## config.mk

```make
export PLATFORM = sky130hd
export DESIGN_NAME = session_ownership_table_unit
export DESIGN_NICKNAME = d
export VERILOG_FILES = /design/src/hw/rtl/sot_pkg.sv /design/src/hw/rtl/sot_ctrl.sv /design/src/hw/rtl/sot_datapath.sv /design/src/hw/rtl/session_ownership_table_unit.sv
export SDC_FILE = /design/constraint.sdc
export NUM_CORES = 1
export LEC_CHECK = 0
export CORE_MARGIN = 1
export CORE_UTILIZATION = 50
export CTS_BUF_LIST = sky130_fd_sc_hd__clkbuf_16
export DETAILED_ROUTE_END_ITERATION = 12
export DONT_BUFFER_PORTS = 1
export PLACE_DENSITY = 0.75
export SLEW_MARGIN = 20
export SYNTH_ARGS = -nofsm -noshare
export SYNTH_HDL_FRONTEND = slang
export SYNTH_SLANG_ARGS = --single-unit
```

## constraint.sdc

```tcl
create_clock -name aclk -period 7.25 [get_ports aclk]
set_clock_uncertainty 0.2 [all_clocks]
set_input_delay 1.45 -clock aclk [delete_from_list [all_inputs] [get_ports aclk]]
set_output_delay 1.45 -clock aclk [all_outputs]
set_load 0.02 [all_outputs]
```

## src/hw/rtl/sot_pkg.sv

```systemverilog
// ----------------------------------------------------------------------------
// sot_pkg
// Shared types and constants for the session ownership table.
// ----------------------------------------------------------------------------
package sot_pkg;

    localparam int ENTRIES   = 16;
    localparam int TAG_BITS  = 32;
    localparam int IDX_BITS  = (ENTRIES > 1) ? $clog2(ENTRIES) : 1;
    localparam int CNT_BITS  = $clog2(ENTRIES + 1);
    localparam int MAX_BITS  = 5;
    localparam int CMP_BITS  = (CNT_BITS > MAX_BITS) ? CNT_BITS : MAX_BITS;

    localparam int CMD_BITS  = 3;
    localparam int STAT_BITS = 3;

    // stream payload layout
    localparam int IN_RAW_BITS  = CMD_BITS + 3 * TAG_BITS;
    localparam int IN_BITS      = ((IN_RAW_BITS + 7) / 8) * 8;
    localparam int OUT_RAW_BITS = STAT_BITS + 2 + TAG_BITS;
    localparam int OUT_BITS     = ((OUT_RAW_BITS + 7) / 8) * 8;

    // configuration port
    localparam int APB_ADDR_BITS = 3;
    localparam int APB_DATA_BITS = 32;
    localparam logic [APB_ADDR_BITS-3:0] REG_IDX_MAX_SESSIONS = '0;
    localparam logic [MAX_BITS-1:0]      MAX_SESSIONS_RESET   = MAX_BITS'(16);

    typedef logic [TAG_BITS-1:0] tag_t;
    typedef logic [IDX_BITS-1:0] idx_t;
    typedef logic [CNT_BITS-1:0] cnt_t;

    typedef enum logic [CMD_BITS-1:0] {
        CMD_CLAIM       = 3'd0,
        CMD_TRANSFER    = 3'd1,
        CMD_HANDOFF     = 3'd2,
        CMD_RESUME      = 3'd3,
        CMD_QUERY_USER  = 3'd4,
        CMD_QUERY_OWNER = 3'd5,
        CMD_REL_OWNER   = 3'd6,
        CMD_REL_SESSION = 3'd7
    } cmd_t;

    typedef enum logic [STAT_BITS-1:0] {
        CLM_ACQUIRED = 3'd0,
        CLM_OWNED    = 3'd1,
        CLM_USER     = 3'd2,
        CLM_CONFLICT = 3'd3,
        CLM_FULL     = 3'd4,
        CLM_INVALID  = 3'd5
    } claim_t;

    // controller -> datapath
    typedef struct packed {
        logic load;    // capture request
        logic scan;    // visit entry idx
        logic commit;  // decide, write back, fill output register
        idx_t idx;
    } dp_cmd_t;

endpackage

```

## src/hw/rtl/sot_ctrl.sv

```systemverilog
// ----------------------------------------------------------------------------
// sot_ctrl
// Request sequencer: accept, scan all entries, commit into the output register.
// ----------------------------------------------------------------------------
module sot_ctrl
    import sot_pkg::*;
(
    input  logic    aclk,
    input  logic    aresetn,
    input  logic    s_tvalid,
    output logic    s_tready,
    output logic    m_tvalid,
    input  logic    m_tready,
    output dp_cmd_t dp_cmd
);

    typedef enum logic [2:0] {
        ST_IDLE   = 3'b001,
        ST_SCAN   = 3'b010,
        ST_COMMIT = 3'b100
    } state_t;

    state_t state_reg, state_next;
    idx_t   idx_reg, idx_next;
    logic   out_valid_reg, out_valid_next;
    logic   load, commit;

    assign s_tready = (state_reg == ST_IDLE);
    assign load     = s_tvalid && s_tready;
    // commit waits while the previous response is still unclaimed
    assign commit   = (state_reg == ST_COMMIT) && (!out_valid_reg || m_tready);
    assign m_tvalid = out_valid_reg;

    assign dp_cmd.load   = load;
    assign dp_cmd.scan   = (state_reg == ST_SCAN);
    assign dp_cmd.commit = commit;
    assign dp_cmd.idx    = idx_reg;

    always_comb begin
        state_next     = state_reg;
        idx_next       = idx_reg;
        out_valid_next = out_valid_reg;
        if (m_tready) begin
            out_valid_next = 1'b0;
        end
        if (commit) begin
            out_valid_next = 1'b1;
        end
        case (state_reg)
            ST_IDLE: begin
                if (load) begin
                    state_next = ST_SCAN;
                    idx_next   = '0;
                end
            end
            ST_SCAN: begin
                if (idx_reg == IDX_BITS'(ENTRIES - 1)) begin
                    state_next = ST_COMMIT;
                end else begin
                    idx_next = idx_reg + 1'b1;
                end
            end
            ST_COMMIT: begin
                if (commit) begin
                    state_next = ST_IDLE;
                end
            end
            default: begin
                state_next = ST_IDLE;
            end
        endcase
    end

    always_ff @(posedge aclk) begin
        if (!aresetn) begin
            state_reg     <= ST_IDLE;
            idx_reg       <= '0;
            out_valid_reg <= 1'b0;
        end else begin
            state_reg     <= state_next;
            idx_reg       <= idx_next;
            out_valid_reg <= out_valid_next;
        end
    end

    a_commit_free: assert property (@(posedge aclk) disable iff (!aresetn)
        commit |-> (!out_valid_reg || m_tready))
        else $error("commit while output register still held");

    a_load_starts_scan: assert property (@(posedge aclk) disable iff (!aresetn)
        load |=> (dp_cmd.scan && dp_cmd.idx == '0))
        else $error("scan did not start at entry zero");

    a_commit_shows: assert property (@(posedge aclk) disable iff (!aresetn)
        commit |=> (m_tvalid && s_tready))
        else $error("committed response not presented");

endmodule

```

## src/hw/rtl/sot_datapath.sv

```systemverilog
// ----------------------------------------------------------------------------
// sot_datapath
// Entry storage, scan compare, decision logic and output register.
// ----------------------------------------------------------------------------
module sot_datapath
    import sot_pkg::*;
(
    input  logic                aclk,
    input  logic                aresetn,
    input  dp_cmd_t             dp_cmd,
    input  logic [IN_BITS-1:0]  s_tdata,
    input  logic [MAX_BITS-1:0] max_sessions,
    output logic [OUT_BITS-1:0] m_tdata
);

    // request
    cmd_t req_cmd_reg;
    tag_t req_sess_reg, req_own_reg, req_next_reg;

    // scan results
    logic hit_reg, hit_user_reg, free_seen_reg;
    idx_t hit_idx_reg, free_idx_reg;
    tag_t hit_owner_reg;

    // table
    logic [ENTRIES-1:0] valid_reg;
    logic [ENTRIES-1:0] user_reg;
    tag_t               sess_reg  [ENTRIES];
    tag_t               owner_reg [ENTRIES];
    cnt_t               count_reg;

    // response
    claim_t stat_reg;
    logic   ok_reg, found_reg;
    tag_t   value_reg;

    logic   rd_valid, rd_user, sess_hit, rel_match;
    tag_t   rd_sess, rd_owner;
    logic   room, tags_ok, owner_eq;
    claim_t stat_next;
    logic   ok_next, found_next;
    tag_t   value_next;
    logic   alloc_en, alloc_user, set_user_en, set_user_val, set_owner_en;

    assign rd_valid = valid_reg[dp_cmd.idx];
    assign rd_user  = user_reg[dp_cmd.idx];
    assign rd_sess  = sess_reg[dp_cmd.idx];
    assign rd_owner = owner_reg[dp_cmd.idx];

    assign sess_hit = rd_valid && (req_sess_reg != '0) && (rd_sess == req_sess_reg);

    always_comb begin
        case (req_cmd_reg)
            CMD_REL_OWNER:
                rel_match = rd_valid && (req_own_reg != '0) && (rd_owner == req_own_reg);
            CMD_REL_SESSION:
                rel_match = sess_hit;
            default:
                rel_match = 1'b0;
        endcase
    end

    assign room = (CMP_BITS'(count_reg) < CMP_BITS'(max_sessions))
               && (count_reg < CNT_BITS'(ENTRIES));
    assign tags_ok  = (req_sess_reg != '0) && (req_own_reg != '0);
    assign owner_eq = (hit_owner_reg == req_own_reg);

    always_comb begin
        stat_next    = CLM_ACQUIRED;
        ok_next      = 1'b0;
        found_next   = 1'b0;
        value_next   = '0;
        alloc_en     = 1'b0;
        alloc_user   = 1'b0;
        set_user_en  = 1'b0;
        set_user_val = 1'b0;
        set_owner_en = 1'b0;
        case (req_cmd_reg)
            CMD_CLAIM: begin
                if (!tags_ok) begin
                    stat_next = CLM_INVALID;
                end else if (hit_reg) begin
                    if (!owner_eq) begin
                        stat_next = CLM_CONFLICT;
                    end else if (hit_user_reg) begin
                        stat_next = CLM_USER;
                    end else begin
                        stat_next = CLM_OWNED;
                    end
                end else if (!room) begin
                    stat_next = CLM_FULL;
                end else begin
                    alloc_en = 1'b1;
                end
            end
            CMD_TRANSFER: begin
                if ((req_own_reg != '0) && (req_next_reg != '0) && hit_reg
                        && !hit_user_reg && owner_eq) begin
                    set_owner_en = 1'b1;
                    ok_next      = 1'b1;
                end
            end
            CMD_HANDOFF: begin
                if (tags_ok) begin
                    if (hit_reg) begin
                        if (owner_eq) begin
                            set_user_en  = 1'b1;
                            set_user_val = 1'b1;
                            ok_next      = 1'b1;
                        end
                    end else if (room) begin
                        alloc_en   = 1'b1;
                        alloc_user = 1'b1;
                        ok_next    = 1'b1;
                    end
                end
            end
            CMD_RESUME: begin
                if (tags_ok && hit_reg && owner_eq) begin
                    set_user_en = 1'b1;
                    ok_next     = 1'b1;
                end
            end
            CMD_QUERY_USER: begin
                ok_next = tags_ok && hit_reg && hit_user_reg && owner_eq;
            end
            CMD_QUERY_OWNER: begin
                if (hit_reg && !hit_user_reg) begin
                    found_next = 1'b1;
                    value_next = hit_owner_reg;
                end
            end
            default: begin
                // releases act during the scan
            end
        endcase
    end

    // request capture and scan bookkeeping
    always_ff @(posedge aclk) begin
        if (dp_cmd.load) begin
            req_cmd_reg   <= cmd_t'(s_tdata[CMD_BITS-1:0]);
            req_sess_reg  <= s_tdata[CMD_BITS +: TAG_BITS];
            req_own_reg   <= s_tdata[CMD_BITS + TAG_BITS +: TAG_BITS];
            req_next_reg  <= s_tdata[CMD_BITS + 2 * TAG_BITS +: TAG_BITS];
            hit_reg       <= 1'b0;
            free_seen_reg <= 1'b0;
        end else if (dp_cmd.scan) begin
            if (sess_hit) begin
                hit_reg       <= 1'b1;
                hit_idx_reg   <= dp_cmd.idx;
                hit_user_reg  <= rd_user;
                hit_owner_reg <= rd_owner;
            end
            // lowest free slot wins
            if (!rd_valid && !free_seen_reg) begin
                free_seen_reg <= 1'b1;
                free_idx_reg  <= dp_cmd.idx;
            end
        end
    end

    // occupancy
    always_ff @(posedge aclk) begin
        if (!aresetn) begin
            valid_reg <= '0;
            count_reg <= '0;
        end else if (dp_cmd.scan && rel_match) begin
            valid_reg[dp_cmd.idx] <= 1'b0;
            if (count_reg != '0) begin
                count_reg <= count_reg - 1'b1;
            end
        end else if (dp_cmd.commit && alloc_en) begin
            valid_reg[free_idx_reg] <= 1'b1;
            count_reg <= count_reg + 1'b1;
        end
    end

    // entry payload
    always_ff @(posedge aclk) begin
        if (dp_cmd.commit) begin
            if (alloc_en) begin
                user_reg[free_idx_reg]  <= alloc_user;
                sess_reg[free_idx_reg]  <= req_sess_reg;
                owner_reg[free_idx_reg] <= req_own_reg;
            end
            if (set_user_en) begin
                user_reg[hit_idx_reg] <= set_user_val;
            end
            if (set_owner_en) begin
                owner_reg[hit_idx_reg] <= req_next_reg;
            end
        end
    end

    always_ff @(posedge aclk) begin
        if (dp_cmd.commit) begin
            stat_reg  <= stat_next;
            ok_reg    <= ok_next;
            found_reg <= found_next;
            value_reg <= value_next;
        end
    end

    assign m_tdata = OUT_BITS'({value_reg, found_reg, ok_reg, stat_reg});

    a_count_bound: assert property (@(posedge aclk) disable iff (!aresetn)
        count_reg <= CNT_BITS'(ENTRIES))
        else $error("occupied count above table size");

    a_alloc_has_slot: assert property (@(posedge aclk) disable iff (!aresetn)
        (dp_cmd.commit && alloc_en) |-> (free_seen_reg && !hit_reg))
        else $error("allocation without a free slot or over an existing session");

endmodule

```

## src/hw/rtl/session_ownership_table_unit.sv

```systemverilog
// ----------------------------------------------------------------------------
// session_ownership_table_unit
// Session write-ownership table: claim, transfer, handoff, resume, queries
// and releases over a fixed set of entries, one request at a time.
// ----------------------------------------------------------------------------
//  channel   dir  handshake          payload
//  s_*       in   tvalid/tready      tdata: command, session, owner, next owner
//  m_*       out  tvalid/tready      tdata: claim_status, success, found, owner
//  apb       in   psel/penable       max_sessions at byte address 0
//
//  A request passes through accept, a sequential scan of every table entry
//  and a commit for decision and write-back.
//  The commit waits while the previous response has not been taken; a new
//  request is accepted while a response sits in the output register.
//  Synchronous active-low reset empties the table and sets max_sessions to 16.
// ----------------------------------------------------------------------------
module session_ownership_table_unit
    import sot_pkg::*;
(
    input  logic                     aclk,
    input  logic                     aresetn,
    input  logic                     s_tvalid,
    output logic                     s_tready,
    // command[2:0], session_tag[34:3], owner_tag[66:35], next_owner_tag[98:67]
    input  logic [IN_BITS-1:0]       s_tdata,
    output logic                     m_tvalid,
    input  logic                     m_tready,
    // claim_status[2:0], success[3], owner_found[4], owner_value[36:5]
    output logic [OUT_BITS-1:0]      m_tdata,
    input  logic                     psel,
    input  logic                     penable,
    input  logic                     pwrite,
    input  logic [APB_ADDR_BITS-1:0] paddr,
    input  logic [APB_DATA_BITS-1:0] pwdata,
    output logic [APB_DATA_BITS-1:0] prdata,
    output logic                     pready
);

    dp_cmd_t             dp_cmd;
    logic [MAX_BITS-1:0] max_sessions_reg;
    logic                sel_max;

    assign pready  = 1'b1;
    assign sel_max = (paddr[APB_ADDR_BITS-1:2] == REG_IDX_MAX_SESSIONS);
    assign prdata  = sel_max ? APB_DATA_BITS'(max_sessions_reg) : '0;

    always_ff @(posedge aclk) begin
        if (!aresetn) begin
            max_sessions_reg <= MAX_SESSIONS_RESET;
        end else if (psel && penable && pwrite && pready && sel_max) begin
            max_sessions_reg <= pwdata[MAX_BITS-1:0];
        end
    end

    sot_ctrl u_ctrl (
        .aclk     (aclk),
        .aresetn  (aresetn),
        .s_tvalid (s_tvalid),
        .s_tready (s_tready),
        .m_tvalid (m_tvalid),
        .m_tready (m_tready),
        .dp_cmd   (dp_cmd)
    );

    sot_datapath u_datapath (
        .aclk         (aclk),
        .aresetn      (aresetn),
        .dp_cmd       (dp_cmd),
        .s_tdata      (s_tdata),
        .max_sessions (max_sessions_reg),
        .m_tdata      (m_tdata)
    );

endmodule

```

==> metrics.cfg <==
[route]
post_drt_wl_per_cell_um = 29.6
met3_length_um = 12800
routedLengthMet1_um = 48900
vias = 27895
avgViaCountPerCell = 6.41
wirelength_um = 129000
firstDrtPassIters = 8
drc_errors = 0
wl_met2_um = 62800
ant_nets = 0
route.top_layer_used = met5
drt-initial-drc-count = 3602

[global_routing]
track_usage_pct = 24.7
grt_max_degree = 83
antenna_found_initial = 10
grt_pass1_wl_um = 188000
grt_remaining_overflow = 0
grt_pass1_vias = 27896

[critical_path]
cp.arrival_ps = 6280
crit_path_end_kind = flip-flop
critical_path_class = flip-flop to flip-flop
rrSetupSlack_ps = 1350
reg2reg_to = u_datapath.count_reg[3]
start_kind = flip-flop
worstPathMaxFanout = 60
reg2reg_depth = 16
cp.required_ps = 7630

[synthesis]
synth_cell_types = 81
yosysSeqAreaShare_pct = 72.2
yosys_warnings = 0
synth-compound-area-share_pct = 4.00
synth.area.mux_share_pct = 14.2
synth_edf_count = 1217
netlist.area_leader.share_pct = 70.6
yosysTopAreaCell = edfxtp_1
synth-async-reset-ratio_pct = 0
synth_fa_ha_area_share_pct = 0.305
syn_avg_cell_area_um2 = 18.3
synth.most_common_cell = edfxtp_1
synthCells = 2836
synth_top_family_by_area = multiplexers
synth_seq_cells = 1257
yosys-top-cells-area = edfxtp_1 (71%), mux4_2 (9.7%), mux2i_1 (3.3%)
synthSimpleGateAreaFrac_pct = 5.30
synth_common_cells = edfxtp_1 (1,217), mux4_2 (223), mux2i_1 (169)
synth_xor_area_share_pct = 1.52
ys.flop_type = edfxtp_1
syn-cell-area_mm2 = 0.0518

[sta]
rsz0062_at_grt = false
hold_viol_final = 0
setup_viol = 0
worst_pin_slew_ps = 1190
setup_ws_ps = 1350
fin_setup_tns_ps = 0
timing.final.crit_share_pct = 81.4
max_freq_mhz = 169
maxSlewHeadroom_pct = 20.4
drv_slew = 0
min_period_ps = 5900

[hold_path]
hold_end = u_datapath.valid_reg[11]
min_from = u_datapath.valid_reg[11]
holdPathStages = 2
hold_path.class = flip-flop to flip-flop

[clock_tree]
cts.hold.buffers_added = 0
numCtsBuffers = 119
cts_sinks = 1257
cts_tree = built
ctsResizeCount = 0
clock_latency_ps = 700
cts-root-buf = clkbuf_16
htree_levels = 3
clk_pin_slew_ps = 60
post-cts-setup-buffer-count = 0
clk_path_buf_depth = 3

[floorplanning]
initial_core_util_pct = 50.7
die_width_um = 324
die_area_mm2 = 0.105
io_pins = 221
core_area_mm2 = 0.102
die_y_um = 324
num_rows = 117

[power]
p_leak_uw = 0.0180
peakVddDrop_v = 0.000254
p_per_area_mw_per_mm2 = 258

[place]
gp_congestion = 0.959
dp_hpwl_um = 79300
portBuffers = 0
pre_cts_slack_ps = 1550

[run_status]
status = completed

[layout]
fillers = 7533
area_delta_synth_final_pct = 10.7
nNetsFinal = 3040
drive_gt1_share_pct = 20.1

[run]
max-cap-violations = 0

cell families (layout without fill, tap and decap cells):
family,count (synthesis),after routing
AO/OA/AOI/OAI,285,285
XOR/XNOR,90,90
adder cells (fa/ha/maj),12,12
buffers and inverters,221,337
flip-flops,1257,1257
multiplexers,449,449
other,2,35
AND/OR/NAND/NOR,520,520
power breakdown:
group | total (µW) | switching (µW) | internal (µW) | leakage [µW]
registers | 8200 | 151 | 8050 | 0.0114
clock network | 6250 | 2660 | 3590 | 0.00199
logic | 340 | 225 | 115 | 0.00467
metrics by stage:
stage	power, µW	cell area (µm²)	hold slack, ps	util [%]	instances
2_1_floorplan	8550	51900	242	-	2865
3_3_place_gp	8670	53400	253	52.2	4129
3_5_place_dp	8690	53400	263	52.2	4129
4_1_cts	14800	57300	273	56.1	4349
5_1_grt	15100	57300	300	56.1	4351
6_report	14800	57300	274	56.1	4353
layout make-up:
cell class / count / area (µm²) / area share (%)
clock inverters: 99 / 898 / 1.57
flip-flops and latches: 1257 / 37400 / 65.2
inverters: 42 / 158 / 0.275
clock buffers: 121 / 3030 / 5.29
well taps: 1368 / 1710 / 2.99
multi-input cells: 1387 / 13500 / 23.5
diodes: 4 / 10.0 / 0.0175
repair buffers: 75 / 638 / 1.11
placed cells by master (no fill, tap or decap), drive strengths merged, types with 9 or more instances in the layout:
master | synthesis | layout
a211o | 9 | 9
a211oi | 22 | 22
a21o | 10 | 10
a21oi | 35 | 35
a221oi | 9 | 9
a22oi | 43 | 43
a31oi | 13 | 13
and2 | 10 | 10
and3 | 47 | 47
buf | 124 | 75
bufinv | 0 | 16
clkbuf | 55 | 121
clkinv | 1 | 62
conb | 2 | 31
dfxtp | 40 | 40
edfxtp | 1217 | 1217
ha | 11 | 11
inv | 41 | 58
mux2 | 57 | 57
mux2i | 169 | 169
mux4 | 223 | 223
nand2 | 95 | 95
nand2b | 30 | 30
nand3 | 33 | 33
nand3b | 9 | 9
nand4 | 32 | 32
nor2 | 115 | 115
nor2b | 16 | 16
nor3 | 34 | 34
nor4 | 41 | 41
o21ai | 31 | 31
o221ai | 10 | 10
o22ai | 36 | 36
or2 | 9 | 9
or3 | 12 | 12
xnor2 | 66 | 66
xor2 | 24 | 24
metal layers:
| layer | vias to the layer above | global-route usage [%] |
|---|---|---|
| met5 | - | 0 |
| met4 | 6 | 8.46 |
| met3 | 280 | 4.89 |
| met2 | 1719 | 40.4 |
| met1 | 14324 | 33.3 |
| li1 | 11566 | - |
worst max-delay path: stages, from the launching register on:
cell     delay [ps]
dfxtp_4        1010
buf_4           600
mux4_2          330
o22ai_1          80
nor3_1          800
xnor2_1         280
nand2_1          90
nor4_1          310
nand4_1         500
nand2_1         340
ha_1            280
a21o_1          180
a21oi_1         180
xnor2_1         110
mux2i_1         150
nor2_1           50
a32o_1          220
how the worst max path moves through the flow:
stage	startpoint	end	slack [ps]	cells after the start
2_1_floorplan	m_tready	u_datapath.owner_reg[12][0]	1620	8
3_3_place_gp	flip-flop	u_datapath.count_reg[4]	1540	15
3_5_place_dp	flip-flop	u_datapath.count_reg[3]	1550	16
4_1_cts	flip-flop	u_datapath.count_reg[3]	1490	16
5_1_grt	flip-flop	u_datapath.count_reg[4]	1180	15
6_report	flip-flop	u_datapath.count_reg[3]	1350	16
Power figures use the tool's default switching activity.
